[config.mk]
export PLATFORM = sky130hd
export DESIGN_NAME = permutation_to_transpositions_flat
export DESIGN_NICKNAME = d
export VERILOG_FILES = /design/src/rtl/core/pttr_pkg.sv /design/src/rtl/core/pttr_if.sv /design/src/rtl/core/pttr_store.sv /design/src/rtl/core/pttr_load.sv /design/src/rtl/core/pttr_walk.sv /design/src/rtl/core/permutation_to_transpositions.sv /design/src/flat_wrapper.sv
export SDC_FILE = /design/constraint.sdc
export NUM_CORES = 1
export LEC_CHECK = 0
export BUFFER_PORTS_ARGS = -buffer_cell sky130_fd_sc_hd__buf_4
export CELL_PAD_IN_SITES_DETAIL_PLACEMENT = 0
export CELL_PAD_IN_SITES_GLOBAL_PLACEMENT = 2
export CORE_ASPECT_RATIO = 0.9
export CORE_MARGIN = 4
export CORE_UTILIZATION = 30
export CTS_BUF_LIST = sky130_fd_sc_hd__clkbuf_4
export CTS_CLUSTER_SIZE = 24
export DETAILED_ROUTE_END_ITERATION = 12
export PLACE_DENSITY = 0.57
export SKIP_CTS_REPAIR_TIMING = 1
export SYNTH_ARGS = -nofsm -noshare
export SYNTH_HDL_FRONTEND = slang
export SYNTH_SLANG_ARGS = --single-unit
[constraint.sdc]
create_clock -name i_clk -period 5.5 [get_ports i_clk]
set_input_delay 1.1 -clock i_clk [delete_from_list [all_inputs] [get_ports i_clk]]
set_output_delay 1.1 -clock i_clk [all_outputs]
set_load 0.01 [all_outputs]
[src/rtl/core/pttr_pkg.sv]
// shared constants and types for the permutation to transpositions block
`default_nettype none
package pttr_pkg;

    localparam int MAX_SIZE_DEF = 64;
    localparam int VAL_W        = 6;
    localparam int KIND_W       = 2;
    // largest number of distinct element values, so the largest valid permutation
    localparam int VAL_SPAN     = 1 << VAL_W;

    localparam logic [KIND_W-1:0] KIND_PAIR    = 2'd0;
    localparam logic [KIND_W-1:0] KIND_NONE    = 2'd1;
    localparam logic [KIND_W-1:0] KIND_INVALID = 2'd2;

    // hand-off from the loader to the cycle walker
    typedef struct packed {
        logic go;
        logic bad;
    } t_run;

endpackage
`default_nettype wire

[src/rtl/core/pttr_if.sv]
// valid/ready channels for the element input and the transposition output
`default_nettype none
interface pttr_in_if;
    import pttr_pkg::*;
    logic             valid;
    logic             ready;
    logic [VAL_W-1:0] element_value;
    logic             is_last;
    modport source (output valid, element_value, is_last, input ready);
    modport sink (input valid, element_value, is_last, output ready);
endinterface

interface pttr_out_if;
    import pttr_pkg::*;
    logic              valid;
    logic              ready;
    logic [VAL_W-1:0]  first_index;
    logic [VAL_W-1:0]  second_index;
    logic [KIND_W-1:0] kind;
    logic              last;
    modport source (output valid, first_index, second_index, kind, last, input ready);
    modport sink (input valid, first_index, second_index, kind, last, output ready);
endinterface
`default_nettype wire

[src/rtl/core/pttr_store.sv]
// permutation store: one write port, one registered read port
`default_nettype none
module pttr_store #(
    parameter int MAX_SIZE = pttr_pkg::MAX_SIZE_DEF
) (
    input  wire logic                          i_clk,
    input  wire logic                          i_we,
    input  wire logic [$clog2(MAX_SIZE)-1:0]   i_waddr,
    input  wire logic [pttr_pkg::VAL_W-1:0]    i_wdata,
    input  wire logic                          i_re,
    input  wire logic [$clog2(MAX_SIZE)-1:0]   i_raddr,
    output logic      [pttr_pkg::VAL_W-1:0]    o_rdata
);
    import pttr_pkg::*;

    logic [VAL_W-1:0] r_mem [MAX_SIZE];
    logic [VAL_W-1:0] r_rdata;

    always_ff @(posedge i_clk) begin
        if (i_we) begin
            r_mem[i_waddr] <= i_wdata;
        end
    end

    // read data holds while no read is issued
    always_ff @(posedge i_clk) begin
        if (i_re) begin
            r_rdata <= r_mem[i_raddr];
        end
    end

    assign o_rdata = r_rdata;

endmodule
`default_nettype wire

[src/rtl/core/pttr_load.sv]
// element loader: count, duplicate marks, running maximum, validity
`default_nettype none
module pttr_load #(
    parameter int MAX_SIZE = pttr_pkg::MAX_SIZE_DEF
) (
    input  wire logic                               i_clk,
    input  wire logic                               i_rst_n,
    input  wire logic                               i_valid,
    input  wire logic [pttr_pkg::VAL_W-1:0]         i_value,
    input  wire logic                               i_is_last,
    input  wire logic                               i_busy,
    output logic                                    o_ready,
    output logic                                    o_we,
    output logic      [$clog2(MAX_SIZE)-1:0]        o_waddr,
    output logic      [pttr_pkg::VAL_W-1:0]         o_wdata,
    output pttr_pkg::t_run                          o_run,
    output logic      [$clog2(MAX_SIZE+2)-1:0]      o_n
);
    import pttr_pkg::*;

    localparam int CW = $clog2(MAX_SIZE + 2);
    localparam int AW = $clog2(MAX_SIZE);
    localparam int VN = (MAX_SIZE < VAL_SPAN) ? MAX_SIZE : VAL_SPAN;
    localparam int SW = (VN > 1) ? $clog2(VN) : 1;

    logic [VN-1:0] r_seen, n_seen;
    logic [CW-1:0] r_cnt, n_cnt;
    logic [CW-1:0] r_max, n_max;
    logic          r_bad, n_bad;
    logic          r_go;
    logic          r_run_bad;
    logic [CW-1:0] r_n;

    logic          acc;
    logic          v_ok;
    logic          full;
    logic          dup;
    logic          fin_bad;

    assign o_ready = !i_busy && !r_go;
    assign acc     = i_valid && o_ready;
    assign v_ok    = (32'(i_value) < MAX_SIZE);
    assign full    = (r_cnt >= CW'(MAX_SIZE));
    assign dup     = v_ok && r_seen[SW'(i_value)];

    always_comb begin
        n_seen = r_seen;
        n_max  = r_max;
        n_cnt  = full ? r_cnt : r_cnt + CW'(1);
        n_bad  = r_bad || full || !v_ok || dup;
        if (!full && v_ok) begin
            n_seen[SW'(i_value)] = 1'b1;
            if (CW'(i_value) > r_max) begin
                n_max = CW'(i_value);
            end
        end
    end

    // a value at or above the final count means it is no permutation of 0..n-1
    assign fin_bad = n_bad || (n_max >= n_cnt);

    always_ff @(posedge i_clk) begin
        if (!i_rst_n) begin
            r_seen <= '0;
            r_cnt  <= '0;
            r_max  <= '0;
            r_bad  <= 1'b0;
            r_go   <= 1'b0;
        end else begin
            r_go <= acc && i_is_last;
            if (acc) begin
                if (i_is_last) begin
                    r_seen <= '0;
                    r_cnt  <= '0;
                    r_max  <= '0;
                    r_bad  <= 1'b0;
                end else begin
                    r_seen <= n_seen;
                    r_cnt  <= n_cnt;
                    r_max  <= n_max;
                    r_bad  <= n_bad;
                end
            end
        end
    end

    always_ff @(posedge i_clk) begin
        if (acc && i_is_last) begin
            r_run_bad <= fin_bad;
            r_n       <= n_cnt;
        end
    end

    assign o_we      = acc && !full && v_ok;
    assign o_waddr   = AW'(r_cnt);
    assign o_wdata   = i_value;
    assign o_run.go  = r_go;
    assign o_run.bad = r_run_bad;
    assign o_n       = r_n;

endmodule
`default_nettype wire

[src/rtl/core/pttr_walk.sv]
// cycle walker: visited marks, store reads, pending pair and output register
`default_nettype none
module pttr_walk #(
    parameter int MAX_SIZE = pttr_pkg::MAX_SIZE_DEF
) (
    input  wire logic                               i_clk,
    input  wire logic                               i_rst_n,
    input  wire pttr_pkg::t_run                     i_run,
    input  wire logic [$clog2(MAX_SIZE+2)-1:0]      i_n,
    output logic                                    o_busy,
    output logic                                    o_re,
    output logic      [$clog2(MAX_SIZE)-1:0]        o_raddr,
    input  wire logic [pttr_pkg::VAL_W-1:0]         i_rdata,
    output logic                                    o_valid,
    input  wire logic                               i_ready,
    output logic      [pttr_pkg::VAL_W-1:0]         o_first,
    output logic      [pttr_pkg::VAL_W-1:0]         o_second,
    output logic      [pttr_pkg::KIND_W-1:0]        o_kind,
    output logic                                    o_last
);
    import pttr_pkg::*;

    localparam int CW = $clog2(MAX_SIZE + 2);
    localparam int AW = $clog2(MAX_SIZE);
    localparam int VN = (MAX_SIZE < VAL_SPAN) ? MAX_SIZE : VAL_SPAN;
    localparam int VW = (VN > 1) ? $clog2(VN) : 1;

    localparam logic [1:0] ST_IDLE   = 2'd0;
    localparam logic [1:0] ST_SCAN   = 2'd1;
    localparam logic [1:0] ST_FOLLOW = 2'd2;
    localparam logic [1:0] ST_END    = 2'd3;

    logic [1:0]        r_state, n_state;
    logic [CW-1:0]     r_i, n_i;
    logic [CW-1:0]     r_n;
    logic              r_bad;
    logic [VN-1:0]     r_vis, n_vis;
    logic              r_pv, n_pv;
    logic [VAL_W-1:0]  r_pi, n_pi;
    logic [VAL_W-1:0]  r_pj, n_pj;
    logic              r_ov, n_ov;
    logic [VAL_W-1:0]  r_of, n_of;
    logic [VAL_W-1:0]  r_os, n_os;
    logic [KIND_W-1:0] r_ok, n_ok;
    logic              r_ol, n_ol;

    logic              out_free;

    assign out_free = !r_ov || i_ready;

    always_comb begin
        n_state = r_state;
        n_i     = r_i;
        n_vis   = r_vis;
        n_pv    = r_pv;
        n_pi    = r_pi;
        n_pj    = r_pj;
        n_ov    = r_ov && !i_ready;
        n_of    = r_of;
        n_os    = r_os;
        n_ok    = r_ok;
        n_ol    = r_ol;
        o_re    = 1'b0;
        o_raddr = AW'(r_i);
        case (r_state)
            ST_IDLE: begin
                if (i_run.go) begin
                    n_i     = '0;
                    n_state = i_run.bad ? ST_END : ST_SCAN;
                end
            end
            ST_SCAN: begin
                if (r_i == r_n) begin
                    n_state = ST_END;
                end else if (r_vis[VW'(r_i)]) begin
                    n_i = r_i + CW'(1);
                end else begin
                    // open a new cycle at its smallest index
                    n_vis[VW'(r_i)] = 1'b1;
                    o_re            = 1'b1;
                    n_state         = ST_FOLLOW;
                end
            end
            ST_FOLLOW: begin
                if (i_rdata == VAL_W'(r_i)) begin
                    n_i     = r_i + CW'(1);
                    n_state = ST_SCAN;
                end else if (!r_pv || out_free) begin
                    // older pending pair is not the final one
                    if (r_pv) begin
                        n_ov = 1'b1;
                        n_of = r_pi;
                        n_os = r_pj;
                        n_ok = KIND_PAIR;
                        n_ol = 1'b0;
                    end
                    n_vis[VW'(i_rdata)] = 1'b1;
                    n_pv    = 1'b1;
                    n_pi    = VAL_W'(r_i);
                    n_pj    = i_rdata;
                    o_re    = 1'b1;
                    o_raddr = AW'(i_rdata);
                end
            end
            ST_END: begin
                if (out_free) begin
                    n_ov = 1'b1;
                    n_ol = 1'b1;
                    if (r_bad) begin
                        n_of = '0;
                        n_os = '0;
                        n_ok = KIND_INVALID;
                    end else if (r_pv) begin
                        n_of = r_pi;
                        n_os = r_pj;
                        n_ok = KIND_PAIR;
                    end else begin
                        n_of = '0;
                        n_os = '0;
                        n_ok = KIND_NONE;
                    end
                    n_pv    = 1'b0;
                    n_vis   = '0;
                    n_state = ST_IDLE;
                end
            end
            default: begin
                n_state = ST_IDLE;
            end
        endcase
    end

    always_ff @(posedge i_clk) begin
        if (!i_rst_n) begin
            r_state <= ST_IDLE;
            r_vis   <= '0;
            r_pv    <= 1'b0;
            r_ov    <= 1'b0;
        end else begin
            r_state <= n_state;
            r_vis   <= n_vis;
            r_pv    <= n_pv;
            r_ov    <= n_ov;
        end
    end

    always_ff @(posedge i_clk) begin
        r_i  <= n_i;
        r_pi <= n_pi;
        r_pj <= n_pj;
        r_of <= n_of;
        r_os <= n_os;
        r_ok <= n_ok;
        r_ol <= n_ol;
        if (r_state == ST_IDLE && i_run.go) begin
            r_n   <= i_n;
            r_bad <= i_run.bad;
        end
    end

    assign o_busy   = (r_state != ST_IDLE);
    assign o_valid  = r_ov;
    assign o_first  = r_of;
    assign o_second = r_os;
    assign o_kind   = r_ok;
    assign o_last   = r_ol;

endmodule
`default_nettype wire

[src/rtl/core/permutation_to_transpositions.sv]
// Takes a permutation of 0..n-1 one element per item (is_last on the final one) and
// returns the transpositions (cycle start, k-th cycle element) that compose it, cycles
// taken in order of their smallest index; an identity gives one item of kind none, a
// repeated value, a value not below n or more than MAX_SIZE elements gives one item of
// kind invalid, and the final result of each permutation carries last. Elements are
// accepted one per cycle while no walk is pending. After the final element no item is
// accepted until the walk is done: it scans the indices in order and reads each cycle
// element from the permutation store through its single read port, and it also waits
// on any stall on the output side.
`default_nettype none
module permutation_to_transpositions #(
    parameter int MAX_SIZE = pttr_pkg::MAX_SIZE_DEF
) (
    input  wire logic        i_clk,
    input  wire logic        i_rst_n,
    pttr_in_if.sink          i_in,
    pttr_out_if.source       o_out
);
    import pttr_pkg::*;

    localparam int CW = $clog2(MAX_SIZE + 2);
    localparam int AW = $clog2(MAX_SIZE);

    logic             walk_busy;
    logic             st_we;
    logic [AW-1:0]    st_waddr;
    logic [VAL_W-1:0] st_wdata;
    logic             st_re;
    logic [AW-1:0]    st_raddr;
    logic [VAL_W-1:0] st_rdata;
    t_run             run;
    logic [CW-1:0]    run_n;

    pttr_load #(.MAX_SIZE(MAX_SIZE)) u_load (
        .i_clk     (i_clk),
        .i_rst_n   (i_rst_n),
        .i_valid   (i_in.valid),
        .i_value   (i_in.element_value),
        .i_is_last (i_in.is_last),
        .i_busy    (walk_busy),
        .o_ready   (i_in.ready),
        .o_we      (st_we),
        .o_waddr   (st_waddr),
        .o_wdata   (st_wdata),
        .o_run     (run),
        .o_n       (run_n)
    );

    pttr_store #(.MAX_SIZE(MAX_SIZE)) u_store (
        .i_clk   (i_clk),
        .i_we    (st_we),
        .i_waddr (st_waddr),
        .i_wdata (st_wdata),
        .i_re    (st_re),
        .i_raddr (st_raddr),
        .o_rdata (st_rdata)
    );

    pttr_walk #(.MAX_SIZE(MAX_SIZE)) u_walk (
        .i_clk    (i_clk),
        .i_rst_n  (i_rst_n),
        .i_run    (run),
        .i_n      (run_n),
        .o_busy   (walk_busy),
        .o_re     (st_re),
        .o_raddr  (st_raddr),
        .i_rdata  (st_rdata),
        .o_valid  (o_out.valid),
        .i_ready  (o_out.ready),
        .o_first  (o_out.first_index),
        .o_second (o_out.second_index),
        .o_kind   (o_out.kind),
        .o_last   (o_out.last)
    );

`ifndef SYNTHESIS
    // no element is taken while the cycle walk runs
    a_no_load_in_walk: assert property (@(posedge i_clk) disable iff (!i_rst_n)
        !(i_in.ready && walk_busy))
        else $error("input accepted during cycle walk");

    // the final element closes loading until its walk is done
    a_last_blocks: assert property (@(posedge i_clk) disable iff (!i_rst_n)
        (i_in.valid && i_in.ready && i_in.is_last) |=> !i_in.ready)
        else $error("input ready right after final element");

    // identity and invalid reports stand alone
    a_report_last: assert property (@(posedge i_clk) disable iff (!i_rst_n)
        (o_out.valid && o_out.kind != KIND_PAIR) |-> o_out.last)
        else $error("non-pair result without last");

    a_report_zero: assert property (@(posedge i_clk) disable iff (!i_rst_n)
        (o_out.valid && o_out.kind != KIND_PAIR)
            |-> (o_out.first_index == '0 && o_out.second_index == '0))
        else $error("non-pair result with nonzero indices");
`endif

endmodule
`default_nettype wire

[src/flat_wrapper.sv]
// flat-port wrapper written by rule: the top's interface ports become plain ports
module permutation_to_transpositions_flat import pttr_pkg::*;
#(
    parameter int MAX_SIZE = pttr_pkg::MAX_SIZE_DEF
)
  (i_clk, i_rst_n, i_in_valid, i_in_element_value, i_in_is_last, i_in_ready, o_out_valid, o_out_first_index, o_out_second_index, o_out_kind, o_out_last, o_out_ready);
  pttr_in_if i_in_i ();
  pttr_out_if o_out_i ();
  input  wire logic i_clk;
  input  wire logic i_rst_n;
  input wire logic [$bits(i_in_i.valid)-1:0] i_in_valid;
  input wire logic [$bits(i_in_i.element_value)-1:0] i_in_element_value;
  input wire logic [$bits(i_in_i.is_last)-1:0] i_in_is_last;
  output wire logic [$bits(i_in_i.ready)-1:0] i_in_ready;
  output wire logic [$bits(o_out_i.valid)-1:0] o_out_valid;
  output wire logic [$bits(o_out_i.first_index)-1:0] o_out_first_index;
  output wire logic [$bits(o_out_i.second_index)-1:0] o_out_second_index;
  output wire logic [$bits(o_out_i.kind)-1:0] o_out_kind;
  output wire logic [$bits(o_out_i.last)-1:0] o_out_last;
  input wire logic [$bits(o_out_i.ready)-1:0] o_out_ready;
  assign i_in_i.valid = i_in_valid;
  assign i_in_i.element_value = i_in_element_value;
  assign i_in_i.is_last = i_in_is_last;
  assign i_in_ready = i_in_i.ready;
  assign o_out_valid = o_out_i.valid;
  assign o_out_first_index = o_out_i.first_index;
  assign o_out_second_index = o_out_i.second_index;
  assign o_out_kind = o_out_i.kind;
  assign o_out_last = o_out_i.last;
  assign o_out_i.ready = o_out_ready;
  permutation_to_transpositions #(.MAX_SIZE(MAX_SIZE)) u_core (.i_clk(i_clk), .i_rst_n(i_rst_n), .i_in(i_in_i), .o_out(o_out_i));
endmodule
== Yosys cells after proc, flatten, opt, wreduce, memory -nomap -nowiden ==
Memories as Yosys holds them, arrays and structs flattened. A register that Yosys moved wholly into a read port is not among the register bits.
Index checks and enable logic that the tools add are counted.

* Add/sub/neg operators: 2
* Magnitude comparators: 9
* Equality and inequality tests: 16
* Multiplexer cells: 81
* Bitwise gates (word level): 4
* Reductions and logical operators: 32

{| class="wikitable"
|+ Operators with widths
! cell !! number
|-
| $mux W64 || 7
|-
| $or A64 B64 Y64 || 3
|-
| $pmux W64 S3 || 1
|-
| $mux W6 || 15
|-
| $mux W7 || 9
|-
| $mux W1 || 24
|-
| $pmux W6 S2 || 2
|-
| $mux W2 || 11
|-
| $lt A6 B7 Y1 const B || 3
|-
| $pmux W7 S3 || 1
|-
| $demux W1 S6 || 3
|-
| $ge A6 B1 Y1 const B || 3
|-
| $ne A2 B2 Y1 const B || 9
|-
| $add A7 B1 Y7 const B || 2
|-
| $bmux W1 S6 || 2
|-
| $reduce_and A5 Y1 || 2
|-
| $logic_and A1 B1 Y1 || 9
|-
| $pmux W1 S2 || 4
|-
| $pmux W2 S4 || 1
|-
| $reduce_and A4 Y1 || 2
|-
| $eq A7 B7 Y1 || 1
|-
| $ge A7 B7 Y1 || 1
|-
| $ge A7 B7 Y1 const B || 1
|-
| $gt A6 B7 Y1 || 1
|-
| other kinds (15) || 27
|}

* Flip-flop bits (word level): 198
* Bits in writable memories: 384
* Bits of input ports: 11
* Output and inout bits: 17
* Word-level logic and storage cells: 165
* Memories kept: 1

{| class="wikitable"
|+ Memory list
! memory !! words !! bits a word !! rd ports !! clocked after Yosys merged registers in !! write ports !! line !! text
|-
| u_core.u_store.r_mem || 64 || 6 || 1 || 1 || 1 || pttr_store.sv:16 || <nowiki>logic [VAL_W-1:0] r_mem [MAX_SIZE];</nowiki>
|}

== Depth between registers and ports, before layout ==
* Word-level depth: 8
* Mapped depth: 20
* Gate-level depth less buffers: 18

== Modules after synthesis ==
A second synthesis with hierarchy kept.

* Cells, all modules: 1,833
* Area, all modules: 25,491.9 µm²

{| class="wikitable"
|+ By module, submodules not included
! module !! times used !! cells each !! area an instance (µm²) !! sequential area each (µm²)
|-
| pttr_store || 1 || 720 || 15,285.9 || 11,711.2
|-
| pttr_walk || 1 || 628 || 5,978.2 || 2,622.5
|-
| pttr_load || 1 || 485 || 4,227.8 || 1,841.8
|}

== Worst setup path after synthesis ==
No wires, ideal clock.

* Path kind: input-to-reg
* Start: input port i_in_element_value[0]
* End: register u_core.u_load.r_run_bad (data pin)
* Setup time: 259 ps
* Arrival time: 4,805 ps
* Required time: 5,241 ps
* Path slack: 436 ps
* Cell stages on the path: 19
* Path buffers: 2
* Cell sequence: clkbuf_1 > clkinv_1 > ha_1 > nor2b_1 > o21a_1 > o21a_1 > o21a_1 > o21ai_0 > a2111oi_0 > clkbuf_1 > o21ai_0 > ha_1 > a21o_1 > a21o_1 > a21oi_1 > nor2b_1 > o21ai_0 > nand2b_1 > a211o_1

* Longest elaborated chain between the ends: 5
* Elaborated cells on any way between the ends: 8
* Those cells by class: 2 x order compare; 4 x mux; 2 x reduce/logical

{| class="wikitable"
|+ RTL lines
! element !! line !! text
|-
| from (decl) || flat_wrapper.sv:12 || <nowiki>input wire logic [$bits(i_in_i.element_value)-1:0] i_in_element_value;</nowiki>
|-
| $gt A6 B7 Y1 || pttr_load.sv:53 || <nowiki>if (CW'(i_value) > r_max) begin</nowiki>
|-
| $mux W7 || pttr_load.sv:53 ||
|-
| $mux W7 || pttr_load.sv:51 || <nowiki>if (!full && v_ok) begin</nowiki>
|-
| $ge A7 B7 Y1 || pttr_load.sv:60 || <nowiki>assign fin_bad = n_bad || (n_max >= n_cnt);</nowiki>
|-
| $logic_or A1 B1 Y1 (*) || pttr_load.sv:60 ||
|-
| via u_core.u_load.fin_bad || pttr_load.sv:38 || <nowiki>logic fin_bad;</nowiki>
|-
| to (signal assigned) || pttr_load.sv:89 || <nowiki>r_run_bad <= fin_bad;</nowiki>
|-
| to (decl) || pttr_load.sv:31 || <nowiki>logic r_run_bad;</nowiki>
|}

Mark *: on every way through the listed nets, which the timed path passes. The rest lies on a longest branch. The select of a mux whose other input is x is not followed.
A chain may end at the register's enable or synchronous reset.

== Final worst setup path ==
* Start: register u_core.u_walk.r_state[0]
* End: register u_core.u_store.r_rdata[1] (netlist: u_core.u_store.o_rdata[1]), read port of u_core.u_store.r_mem (data pin)

* Longest elaborated chain between the ends: 2
* Elaborated cells on any way between the ends: 4
* Those cells by class: 2 x eq/ne; 2 x mux

{| class="wikitable"
|+ RTL lines
! element !! line !! text
|-
| from (decl) || pttr_walk.sv:33 || <nowiki>logic [1:0] r_state, n_state;</nowiki>
|-
| from (signal assigned) || pttr_walk.sv:140 || <nowiki>r_state <= n_state;</nowiki>
|-
| $eq A2 B2 Y1 or $eq A2 B1 Y1 (tied branches) || pttr_walk.sv:65 || <nowiki>case (r_state)</nowiki>
|-
| $pmux W1 S2 or $mux W6 (tied branches) || pttr_walk.sv:65 ||
|-
| to (decl) || pttr_store.sv:17 || <nowiki>logic [VAL_W-1:0] r_rdata;</nowiki>
|}

Several ways; a longest one is shown, not always the timed one.

==> out/metrics.cfg <==
[floorplanning]
core-area_mm2=0.0826
rows=100
initial_core_util_pct=30.2
dieArea_mm2=0.0878
die_x_um=312
die_y_um=282
num_io_pins=28

[cts]
cts_tree=built
cts_buffers=164
clock_latency_ps=1030
cts-root-buf=clkbuf_4
clk_pin_slew_worst_paths_ps=60
htree_levels=4
clock-sinks=588
cts_max_path_buffers=3

[setup_path]
cp.required_ps=6320
cp-startpoint=u_core.u_walk.r_state[0]
regToRegStartpoint=u_core.u_walk.r_state[0]
rr_worst_depth=11
endpoint_kind=flip-flop
critical_path_arrival_ps=5190
critical_path_class=reg -> reg
crit_path_end=u_core.u_store.o_rdata[1]
r2r_slack_ps=1140
path_max_fanout=28
r2r-end=u_core.u_store.o_rdata[1]
cp-start-kind=flip-flop

[min_path]
min_path_type=in -> reg

[layout]
fillers=8252
multi_input_area_mm2=0.00809
area_growth_pct=14.3
final_cell_mix=edfxtp_1 (440), nor2_1 (247), nand2_1 (246)
drive_gt1_share_pct=16.1
fin_nets=2227
instances_no_fill=3387
final_util_pct=34.5
seqCellArea_mm2=0.0162
layout_commonest_cell=edfxtp_1

[sta]
period_share_pct=79.3
slew_headroom_pct=18.7
grt_setup_unrepaired=no
maxSlewViolCount=0
min_period_ps=4360
fin_worst_skew_ps=72.4
hold_viol_final=0
max_freq_mhz=229
fin_setup_tns_ps=0
worst_slew_pin_slew_ps=1210
setup_viol=0

[power]
p_int_w=0.00908
p_sw_w=0.00618
vdd_ir_drop_max_mv=0.275
p_clk_share_pct=26.6
powerDensity_mw_per_mm2=535
sw_frac_of_total_pct=40.5
comb_power_share_pct=39.2
p_seq_share_pct=34.2
p_leak_nw=9.84

[global_route]
grt.overflow.total=0
grt_pass1_vias=17972
grt_pass1_wl_mm=119
grt_use_total_pct=18.2
grt_max_degree=57
antenna_found_initial=4

[synth]
syn_area_per_cell_um2=12.0
syn-num-nets=2115
ys.flop_type=edfxtp_1
synth-edff-count=440
netlist_area_mm2=0.0249
yosysWarnings=0
synth_seq_area_share_pct=64.8
syn_inst=2084
ys_ff_latch=588
synth_cell_types=66
async_flop_share_pct=0

[placement]
placed_cells=3100
place_congestion=0.779
port_buffers=27
dpl.hpwl_mm=50.0

[flow_run]
maxCapViolations=0

[detailed_routing]
wl_mm=80.0
vias=17635
wl_per_cell_um=23.6
vias_per_cell=5.21
drc=0
ant_nets=0
drt-initial-drc-count=1388
drtPass1Iterations=5

[run_status]
status=finished clean

## power groups by stage
stage / clock network (W) / logic, W / registers (W)
3_3_place_gp: 0 / 0.00601 / 0.00532
2_1_floorplan: 0 / 0.00373 / 0.00519
6_report: 0.00406 / 0.00598 / 0.00522
3_5_place_dp: 0 / 0.00599 / 0.00532
5_1_grt: 0.00448 / 0.00646 / 0.00524
4_1_cts: 0.00422 / 0.00601 / 0.00523
## stage by stage
step	hold slack [ps]	power, W	instance area (um^2)	setup WS, ps
final	378	0.0153	28500	1140
after global routing	262	0.0162	28500	896
after CTS	251	0.0155	28500	1180
after detailed placement	405	0.0113	26400	616
after global placement	405	0.0113	26400	578
after floorplan	400	0.00891	24900	436
## area by class of cell
class | instances | area share, %
antenna | 6 | 0.0526
clock buffer | 233 | 6.13
clock inverter | 47 | 1.16
inverter | 30 | 0.395
multi-input combinational | 1331 | 28.4
sequential | 588 | 56.7
tap | 1071 | 4.70
timing repair buffer | 81 | 2.48
## state kept, by name (all words and copies together) (netlist names)
signal                   cells
u_core.u_load.r_bad          1
u_core.u_walk.o_last         1
u_core.u_walk.o_first        6
u_core.u_store.r_mem       384
u_core.u_walk.r_pi           6
u_core.u_walk.r_n            7
u_core.u_walk.r_pv           1
u_core.u_walk.o_second       6
u_core.u_load.r_cnt          7
u_core.u_load.r_go           1
u_core.u_store.o_rdata       6
u_core.u_walk.r_i            7
u_core.u_load.o_n            7
u_core.u_load.r_seen        64
u_core.u_load.r_max          7
u_core.u_walk.r_pj           6
u_core.u_walk.r_vis         64
u_core.u_load.r_run_bad      1
u_core.u_walk.r_state        2
u_core.u_walk.r_bad          1
u_core.u_walk.o_valid        1
u_core.u_walk.o_kind         2
## how the worst min path moves through the flow
stage | start | end | depth (start not counted)
after global placement | u_core.u_load.o_n[3] | u_core.u_walk.r_n[3] | 0
after floorplan | u_core.u_load.o_n[0] | u_core.u_walk.r_n[0] | 0
after detailed placement | u_core.u_load.o_n[1] | u_core.u_walk.r_n[1] | 0
after global routing | i_in_element_value[5] | u_core.u_store.r_mem[37][5] | 1
final | i_in_element_value[5] | u_core.u_store.r_mem[37][5] | 1
after CTS | i_in_element_value[5] | u_core.u_store.r_mem[37][5] | 1
## Yosys cell counts (27+ instances only)
master | number | area, um^2
nand2_1 | 247 | 927
a21oi_1 | 241 | 1210
nand3_1 | 32 | 160
a22o_1 | 78 | 683
o21ai_0 | 30 | 150
edfxtp_1 | 440 | 13200
mux2i_1 | 82 | 821
inv_1 | 27 | 101
a22oi_1 | 33 | 248
clkbuf_1 | 46 | 173
buf_2 | 44 | 220
dfxtp_1 | 148 | 2960
a221oi_1 | 33 | 289
nor2_1 | 250 | 938
buf_1 | 32 | 120
## kinds of logic after synthesis
family | synth area share (%)
compound gates | 14.2
buf+inv | 2.91
fa+ha+maj | 1.00
mux | 4.78
simple gates | 11.5
xor+xnor | 0.737
flops | 64.8
## per-layer routing
| layer | GRT usage [%] | part of all wire (%) |
|---|---|---|
| met1 | 25.5 | 48 |
| met2 | 27.8 | 44 |
| met3 | 4.12 | 5.5 |
| met4 | 6.36 | 2.1 |
| met5 | 0 | 0 |
## worst max-delay path: stages, from the launching register on
cell and delay, ps:
dfxtp_1 340, inv_1 110, ha_1 800, nand2_1 190, o211ai_1 990, buf_12 280
nand2_1 70, a32o_1 270, a221oi_1 420, o22ai_1 220, or3_1 360, o21ai_0 150
(Power assumes the default switching activity.)
